--- src/rtl/tes_pkg.sv ---
// Shared types, widths and codes of the timed event schedule table.
package tes_pkg;

   localparam int STAMP_W = 32;
   localparam int ENTRY_W = STAMP_W + 1;

   localparam int REQ_TYPE_W = 2;
   localparam int REQ_TDATA_W = 40;
   localparam int STATUS_W = 3;
   localparam int RIDX_W = 4;
   localparam int COUNT_W = 5;
   localparam int DIDX_W = 4;
   localparam int RSP_TDATA_W = 16;

   localparam logic [REQ_TYPE_W-1:0] REQ_ADD = 2'd0;
   localparam logic [REQ_TYPE_W-1:0] REQ_DELETE = 2'd1;
   localparam logic [REQ_TYPE_W-1:0] REQ_TICK = 2'd2;

   localparam logic [STATUS_W-1:0] ST_ADDED = 3'd0;
   localparam logic [STATUS_W-1:0] ST_FIRED = 3'd1;
   localparam logic [STATUS_W-1:0] ST_FULL = 3'd2;
   localparam logic [STATUS_W-1:0] ST_DELETED = 3'd3;
   localparam logic [STATUS_W-1:0] ST_BADIDX = 3'd4;
   localparam logic [STATUS_W-1:0] ST_NOMATCH = 3'd5;

   typedef struct packed {
      logic load;
      logic shift;
      logic [ENTRY_W-1:0] load_data;
   } cell_cmd_type;

   typedef struct packed {
      logic [STATUS_W-1:0] status;
      logic light_write;
      logic light_level;
      logic auto_off;
      logic [RIDX_W-1:0] removed_index;
      logic [COUNT_W-1:0] entry_count;
      logic last;
   } rsp_word_type;

endpackage

--- src/rtl/tes_cell.sv ---
// One table slot: holds an entry, takes its upper neighbor's entry on a shift or a new one on a load.
module tes_cell #(
   parameter int INDEX_W = 4,
   parameter int CELL_IDX = 0
) (
   input  logic                          clock,
   input  tes_pkg::cell_cmd_type         cmd,
   input  logic [INDEX_W-1:0]            load_idx,
   input  logic [INDEX_W-1:0]            shift_from,
   input  logic [tes_pkg::ENTRY_W-1:0]   next_entry,
   output logic [tes_pkg::ENTRY_W-1:0]   entry_q
);

   localparam logic [INDEX_W-1:0] MY_IDX = INDEX_W'(CELL_IDX);

   logic [tes_pkg::ENTRY_W-1:0] entry_ff;
   logic [tes_pkg::ENTRY_W-1:0] entry_in;

   always_comb begin
      entry_in = entry_ff;
      if (cmd.shift && (MY_IDX >= shift_from)) begin
         entry_in = next_entry;
      end
      // a load wins over the shift so a kept entry can be parked at the tail
      if (cmd.load && (MY_IDX == load_idx)) begin
         entry_in = cmd.load_data;
      end
   end

   always_ff @(posedge clock) begin
      entry_ff <= entry_in;
   end

   assign entry_q = entry_ff;

endmodule

--- src/rtl/tes_ctrl.sv ---
// Sequencer of the schedule table: decodes words, drives the cell row and holds the result register.
module tes_ctrl #(
   parameter int ENTRIES = 16
) (
   input  logic                               clock,
   input  logic                               reset,
   input  logic                               req_tvalid,
   output logic                               req_tready,
   input  logic [tes_pkg::REQ_TYPE_W-1:0]     req_type,
   input  logic [tes_pkg::STAMP_W-1:0]        req_stamp,
   input  logic                               req_on_level,
   input  logic [tes_pkg::DIDX_W-1:0]         req_entry_index,
   input  logic [tes_pkg::ENTRY_W-1:0]        head_entry,
   output tes_pkg::cell_cmd_type              cell_cmd,
   output logic [$clog2(ENTRIES)-1:0]         load_idx,
   output logic [$clog2(ENTRIES)-1:0]         shift_from,
   output logic                               rsp_valid,
   input  logic                               rsp_tready,
   output tes_pkg::rsp_word_type              rsp_word
);

   localparam int IW = $clog2(ENTRIES);
   localparam int CW = $clog2(ENTRIES + 1);
   localparam int CMPW = (CW > tes_pkg::DIDX_W) ? CW : tes_pkg::DIDX_W;
   localparam logic [CW-1:0] FULL_COUNT = CW'(ENTRIES);

   localparam logic S_IDLE = 1'b0;
   localparam logic S_SCAN = 1'b1;

   logic                          state_ff, state_in;
   logic [CW-1:0]                 held_ff, held_in;
   logic [CW-1:0]                 remain_ff, remain_in;
   logic [CW-1:0]                 kept_ff, kept_in;
   logic [tes_pkg::STAMP_W-1:0]   now_ff, now_in;
   logic                          known_ff, known_in;
   logic                          out_valid_ff, out_valid_in;
   tes_pkg::rsp_word_type         out_ff, out_in;
   logic                          pend_valid_ff, pend_valid_in;
   tes_pkg::rsp_word_type         pend_ff, pend_in;

   logic                          can_out;
   logic                          accept;
   logic                          head_match;
   logic [CW-1:0]                 held_dec;
   logic [CW-1:0]                 held_inc;
   tes_pkg::rsp_word_type         pend_last;

   function automatic tes_pkg::rsp_word_type make_word(
      input logic [tes_pkg::STATUS_W-1:0] status,
      input logic                         fire,
      input logic                         level,
      input logic [tes_pkg::RIDX_W-1:0]   ridx,
      input logic [tes_pkg::COUNT_W-1:0]  count,
      input logic                         last
   );
      tes_pkg::rsp_word_type w;
      w.status = status;
      w.light_write = fire;
      w.light_level = level;
      w.auto_off = fire;
      w.removed_index = ridx;
      w.entry_count = count;
      w.last = last;
      return w;
   endfunction

   assign can_out = !out_valid_ff || rsp_tready;
   assign req_tready = (state_ff == S_IDLE) && can_out;
   assign accept = req_tvalid && req_tready;
   assign head_match = (head_entry[tes_pkg::ENTRY_W-1:1] == now_ff);
   assign held_dec = held_ff - 1'b1;
   assign held_inc = held_ff + 1'b1;

   always_comb begin
      pend_last = pend_ff;
      pend_last.last = 1'b1;
   end

   always_comb begin
      state_in = state_ff;
      held_in = held_ff;
      remain_in = remain_ff;
      kept_in = kept_ff;
      now_in = now_ff;
      known_in = known_ff;
      out_valid_in = out_valid_ff && !rsp_tready;
      out_in = out_ff;
      pend_valid_in = pend_valid_ff;
      pend_in = pend_ff;
      cell_cmd = '0;
      load_idx = '0;
      shift_from = '0;

      if (accept) begin
         unique case (req_type)
            tes_pkg::REQ_ADD: begin
               out_valid_in = 1'b1;
               if (held_ff >= FULL_COUNT) begin
                  out_in = make_word(tes_pkg::ST_FULL, 1'b0, 1'b0, '0,
                                     tes_pkg::COUNT_W'(held_ff), 1'b1);
               end else if (known_ff && (req_stamp == now_ff)) begin
                  out_in = make_word(tes_pkg::ST_FIRED, 1'b1, req_on_level,
                                     tes_pkg::RIDX_W'(held_ff),
                                     tes_pkg::COUNT_W'(held_ff), 1'b1);
               end else begin
                  cell_cmd.load = 1'b1;
                  cell_cmd.load_data = {req_stamp, req_on_level};
                  load_idx = held_ff[IW-1:0];
                  held_in = held_inc;
                  out_in = make_word(tes_pkg::ST_ADDED, 1'b0, 1'b0, '0,
                                     tes_pkg::COUNT_W'(held_inc), 1'b1);
               end
            end
            tes_pkg::REQ_DELETE: begin
               out_valid_in = 1'b1;
               if (CMPW'(req_entry_index) < CMPW'(held_ff)) begin
                  cell_cmd.shift = 1'b1;
                  shift_from = IW'(req_entry_index);
                  held_in = held_dec;
                  out_in = make_word(tes_pkg::ST_DELETED, 1'b0, 1'b0,
                                     tes_pkg::RIDX_W'(req_entry_index),
                                     tes_pkg::COUNT_W'(held_dec), 1'b1);
               end else begin
                  out_in = make_word(tes_pkg::ST_BADIDX, 1'b0, 1'b0, '0,
                                     tes_pkg::COUNT_W'(held_ff), 1'b1);
               end
            end
            tes_pkg::REQ_TICK: begin
               now_in = req_stamp;
               known_in = 1'b1;
               remain_in = held_ff;
               kept_in = '0;
               state_in = S_SCAN;
            end
            default: begin
            end
         endcase
      end else if ((state_ff == S_SCAN) && can_out) begin
         if (remain_ff != '0) begin
            // pop the head; a kept entry goes back in at the tail
            cell_cmd.shift = 1'b1;
            remain_in = remain_ff - 1'b1;
            if (head_match) begin
               held_in = held_dec;
               pend_valid_in = 1'b1;
               pend_in = make_word(tes_pkg::ST_FIRED, 1'b1, head_entry[0],
                                   tes_pkg::RIDX_W'(kept_ff),
                                   tes_pkg::COUNT_W'(held_dec), 1'b0);
               if (pend_valid_ff) begin
                  out_valid_in = 1'b1;
                  out_in = pend_ff;
               end
            end else begin
               cell_cmd.load = 1'b1;
               cell_cmd.load_data = head_entry;
               load_idx = held_dec[IW-1:0];
               kept_in = kept_ff + 1'b1;
            end
         end else begin
            out_valid_in = 1'b1;
            pend_valid_in = 1'b0;
            state_in = S_IDLE;
            if (pend_valid_ff) begin
               out_in = pend_last;
            end else begin
               out_in = make_word(tes_pkg::ST_NOMATCH, 1'b0, 1'b0, '0,
                                  tes_pkg::COUNT_W'(held_ff), 1'b1);
            end
         end
      end
   end

   always_ff @(posedge clock) begin
      if (reset) begin
         state_ff <= S_IDLE;
         held_ff <= '0;
         known_ff <= 1'b0;
         out_valid_ff <= 1'b0;
         pend_valid_ff <= 1'b0;
      end else begin
         state_ff <= state_in;
         held_ff <= held_in;
         known_ff <= known_in;
         out_valid_ff <= out_valid_in;
         pend_valid_ff <= pend_valid_in;
      end
   end

   always_ff @(posedge clock) begin
      remain_ff <= remain_in;
      kept_ff <= kept_in;
      now_ff <= now_in;
      out_ff <= out_in;
      pend_ff <= pend_in;
   end

   assign rsp_valid = out_valid_ff;
   assign rsp_word = out_ff;

endmodule

--- src/rtl/timed_event_schedule_table.sv ---
// Top level of the timed event schedule table: a row of entry cells behind one sequencer.
// Add and delete words give their single result word in the cycle after acceptance.
// A tick word walks the table through the head cell, one entry per cycle while the result
// register can move; each fired word is held back until the next match or the scan end.
// A new request word is taken once the sequencer is idle and the result register can move.
// Reset (synchronous) clears the entry count, the time-known flag and all valid flags;
// stored entries are not cleared and are never read before they are written.
module timed_event_schedule_table #(
   parameter int ENTRIES = 16
) (
   input  logic                              clock,
   input  logic                              reset,
   input  logic                              req_tvalid,
   output logic                              req_tready,
   // year[11:0], month[15:12], day[20:16], hour[25:21], minute[31:26],
   // on_level[32], entry_index[36:33], zero[39:37]
   input  logic [tes_pkg::REQ_TDATA_W-1:0]   req_tdata,
   // req_type[1:0]
   input  logic [tes_pkg::REQ_TYPE_W-1:0]    req_tuser,
   output logic                              rsp_tvalid,
   input  logic                              rsp_tready,
   // light_write[0], light_level[1], auto_off[2], removed_index[6:3],
   // entry_count[11:7], zero[15:12]
   output logic [tes_pkg::RSP_TDATA_W-1:0]   rsp_tdata,
   // status[2:0]
   output logic [tes_pkg::STATUS_W-1:0]      rsp_tuser,
   output logic                              rsp_tlast
);

   localparam int IW = $clog2(ENTRIES);

   logic [tes_pkg::STAMP_W-1:0] req_stamp;
   tes_pkg::cell_cmd_type       cell_cmd;
   logic [IW-1:0]               load_idx;
   logic [IW-1:0]               shift_from;
   logic [tes_pkg::ENTRY_W-1:0] cell_q [ENTRIES];
   tes_pkg::rsp_word_type       rsp_word;

   // stamp packs year, month, day, hour, minute from the top bit down
   assign req_stamp = {req_tdata[11:0], req_tdata[15:12], req_tdata[20:16],
                       req_tdata[25:21], req_tdata[31:26]};

   tes_ctrl #(
      .ENTRIES(ENTRIES)
   ) u_ctrl (
      .clock           (clock),
      .reset           (reset),
      .req_tvalid      (req_tvalid),
      .req_tready      (req_tready),
      .req_type        (req_tuser),
      .req_stamp       (req_stamp),
      .req_on_level    (req_tdata[32]),
      .req_entry_index (req_tdata[36:33]),
      .head_entry      (cell_q[0]),
      .cell_cmd        (cell_cmd),
      .load_idx        (load_idx),
      .shift_from      (shift_from),
      .rsp_valid       (rsp_tvalid),
      .rsp_tready      (rsp_tready),
      .rsp_word        (rsp_word)
   );

   for (genvar j = 0; j < ENTRIES; j++) begin : g_cell
      logic [tes_pkg::ENTRY_W-1:0] next_entry;
      if (j == ENTRIES - 1) begin : g_tail
         assign next_entry = cell_q[j];
      end else begin : g_body
         assign next_entry = cell_q[j+1];
      end
      tes_cell #(
         .INDEX_W  (IW),
         .CELL_IDX (j)
      ) u_cell (
         .clock      (clock),
         .cmd        (cell_cmd),
         .load_idx   (load_idx),
         .shift_from (shift_from),
         .next_entry (next_entry),
         .entry_q    (cell_q[j])
      );
   end

   assign rsp_tdata = tes_pkg::RSP_TDATA_W'({rsp_word.entry_count, rsp_word.removed_index,
                                             rsp_word.auto_off, rsp_word.light_level,
                                             rsp_word.light_write});
   assign rsp_tuser = rsp_word.status;
   assign rsp_tlast = rsp_word.last;

endmodule

--- config.mk ---
export PLATFORM = sky130hd
export DESIGN_NAME = timed_event_schedule_table
export DESIGN_NICKNAME = d
export VERILOG_FILES = /design/src/rtl/tes_pkg.sv /design/src/rtl/tes_cell.sv /design/src/rtl/tes_ctrl.sv /design/src/rtl/timed_event_schedule_table.sv
export SDC_FILE = /design/constraint.sdc
export NUM_CORES = 1
export LEC_CHECK = 0
export ABC_CLOCK_PERIOD_IN_PS = 7910
export BUFFER_PORTS_ARGS = -buffer_cell sky130_fd_sc_hd__buf_4
export CAP_MARGIN = 15
export CORE_MARGIN = 5
export CORE_UTILIZATION = 62
export DETAILED_ROUTE_END_ITERATION = 12
export PLACE_DENSITY = 0.79
export SLEW_MARGIN = 15
export SYNTH_ARGS = -nofsm -noshare
export SYNTH_HDL_FRONTEND = slang
export SYNTH_SLANG_ARGS = --single-unit
--- constraint.sdc ---
create_clock -name clock -period 7.91 [get_ports clock]
set_clock_uncertainty 0.2 [all_clocks]
set_input_delay 1.1865 -clock clock [delete_from_list [all_inputs] [get_ports clock]]
set_output_delay 1.1865 -clock clock [all_outputs]
set_load 0.02 [all_outputs]
==> out/summary.txt <==
Die area = 47140 sq um
EDFF count, synth = 594
Share of layout cells above drive strength 1 = 39.57%
Detail Route Antenna Nets = 0
Main combinational cell family by area after synthesis = multiplexers
# H-tree levels = 2
GR Util All Layers = 21.96%
Post-Synth Adder-Cell Area = 0.4705%
Worst-Margin Slew = 1.131 ns
Fmax = 0.1760 GHz
Area share of and/or/nand/nor cells after synthesis = 2.931%
First-pass GRT wire length = 81740 microns
Critical path required time = 7.95 ns
Setup tns final = 0 ns
Gpl congestion = 0.8701
Vias after detailed routing = 13.60k
IO Count = 68
VDD IR max = 205.5 uV
Pre-CTS setup slack = 1.689 ns
Kind of critical path = input pin to register
Power Dens Cells = 242.9 nW/um^2
Gr ovfl total = 0
Count of different cell masters after synthesis = 58
Post-CTS Resized = 0
Worst rel slew slack = 24.41%
Status = complete, no violations
Metal3 WL = 2680 microns
Clk Latency, worst-skew pair = 0.60 ns
Vias in the first global route = 13.93k
Async set or reset register ratio after synthesis = 0%
Yosys warns = 0
Clk buf depth = 3
Largest net degree at the start of global routing = 35
Clk slew on worst S/H paths = 0.06 ns
Clock Sinks = 603
Unrepaired setup endpoints after global routing = no
Worst min path class = register to register
Synth Area in Compound Gates = 3.241%
Leak pwr = 9.867 nW
Routed wire length = 51150 microns
Multiplexer area fraction after synthesis = 21.16%
Post-synthesis xor/xnor area fraction = 2.437%
Final Critical Period = 5.682 ns
Worst setup slack after layout = 2.228 ns
Most frequent cells in the layout = edfxtp_1, mux2_2, buf_4
Routed length per placed instance = 23.11 microns
Largest area contributor in the netlist = edfxtp_1
Total CTS buffers = 57
Slowest CP cell = a222oi_1
Largest stage delay, worst path = 0.74 ns
Dpl cell area = 27620 sq um
Largest cells by area after synthesis = edfxtp_1, mux2_2, xor2_1
Post-CTS setup buffers = 0
CORE AREA = 42230 sq um
# DRC = 0
Yosys reg bits = 603
Main synth FF type = edfxtp_1
Area grow syn2layout = 11.01%
Critical-path maximum fanout = 34
Num rows = 75
Top routing layer in use = met4
Buffer and inverter count on the worst path = 4
Mapped Cells = 1590
Max Cap Viol = 0
Met2 Wirelength = 23450 microns
WL met1 = 23550 microns
DP Wirelength = 32810 microns
Final setup fails = 0
Number of hold violations in the final report = 0
Crit path capture type = register
1st-iter DRT viols = 1115
Synth top area share = 67.07%
Final core utilization = 69.91%
Nets = 1681
Synthesized area = 26600 sq um
Die Ht = 217.1 microns
Crit-path cells = buf_4 > xnor2_1 > nand4b_1 > or4_1 > nor4_2 > inv_1 > ha_1 > a222oi_1 > o211a_1 > buf_4 > o21bai_4 > buf_4
Root Buffer = clkbuf_16
PortBufs = 60
Cell mode on critical path = buf_4
Design Area, Final = 29520 sq um
Initial core utilization = 62.98%
Die Wd = 217.1 microns
CTS tree = done
Hold Buf Count CTS = 0
DR pass1 iterations = 5
Setup crit start kind = input pin
Commonest non-fill, non-tap cell in the layout = edfxtp_1
Top Family by Delay on Critical Path = simple AND/OR/NAND/NOR gates
Routed vias/inst = 6.146
Final Max Tran Viols = 0
Sequential-to-total area share from yosys stat = 67.75%
Tcrit/Tclk final = 71.83%
Mean Syn Cell Area = 16.73 sq um
Data arrival, critical path = 5.72 ns
Initial antenna violation count = 1
[registers in the layout, indices dropped and copies added (netlist names), 4 cells and up]
name,cells
u_ctrl.now_ff,32
u_ctrl.pend_ff,10
u_ctrl.kept_ff,4
u_ctrl.rsp_word,15
u_ctrl.remain_ff,5
g_cell.u_cell.entry_q,528
u_ctrl.held_ff,5
[power by group]
group	leakage (nW)	internal, W	switching, W
Sequential	5.59	0.00377	0.0000662
Combinational	3.36	0.000229	0.000353
Clock	0.921	0.00160	0.00115
[worst paths after layout]
| path | from | endpoint | slack (ns) | cells after the start |
|---|---|---|---|---|
| setup / recovery | req_tdata[0] | g_cell[12].u_cell.entry_q[17]$_DFFE_PP_ | 2.23 | 12 |
| hold / removal | g_cell[0].u_cell.entry_q[0]$_DFFE_PP_ | u_ctrl.pend_ff[11]$_DFFE_PP_ | 0.26 | 0 |
| setup reg to reg | u_ctrl.now_ff[20]$_DFFE_PP_ | g_cell[12].u_cell.entry_q[17]$_DFFE_PP_ | 2.47 | 11 |
| hold reg to reg | g_cell[0].u_cell.entry_q[0]$_DFFE_PP_ | u_ctrl.pend_ff[11]$_DFFE_PP_ | 0.26 | 0 |
[final cells by class]
type / count / area, sq um
inverter: 17 / 63.81
tap: 539 / 674.4
multi-input combinational: 861 / 8237
fill: 2686 / 12700
clock inverter: 35 / 374.1
sequential: 603 / 18020
timing repair buffer: 85 / 650.6
clock buffer: 72 / 1504
antenna: 1 / 2.502
[synthesized netlist by cell type (4+ instances only)]
master,number
nor2_1,41
a31oi_1,4
nand3_1,9
buf_2,24
or3_1,4
nor3_1,8
xor2_1,48
buf_1,9
a22o_1,35
clkbuf_1,74
o21bai_1,7
nor4_1,13
edfxtp_1,594
buf_4,5
o21ai_0,20
mux2_2,466
inv_1,17
dfxtp_1,9
nand4_1,10
a21oi_1,13
ha_1,10
xnor2_1,26
nand2b_1,7
nand2_1,39
and2_1,8
nor2b_1,5
mux2_1,31
[metal layers]
layer	GRT usage, %	vias to the layer above
met2	33.64	396
met4	6.994	0
li1	-	6214
met5	0	-
met1	33.16	6899
met3	3.210	91
[kinds of logic (layout without fill, tap and decap cells)]
kind of cell | count (synthesis) | after routing
xor gates and xnor gates | 74 | 74
adders and majority gates | 10 | 10
buffers and inverters | 129 | 209
AOI/OAI and AO/OA | 116 | 116
muxes | 500 | 500
other | 1 | 5
and+or+nand+nor | 157 | 157
DFF | 603 | 603
[metrics by stage]
step	instances	hold slack, ns	total power, W
3_3_place_gp	2104	0.2293	0.004449
5_1_grt	2213	0.2810	0.007426
2_1_floorplan	1593	0.2268	0.004289
4_1_cts	2211	0.2658	0.007218
6_report	2213	0.2603	0.007171
3_5_place_dp	2104	0.2513	0.004480
Note: power is estimated with default switching activity, not from simulation.
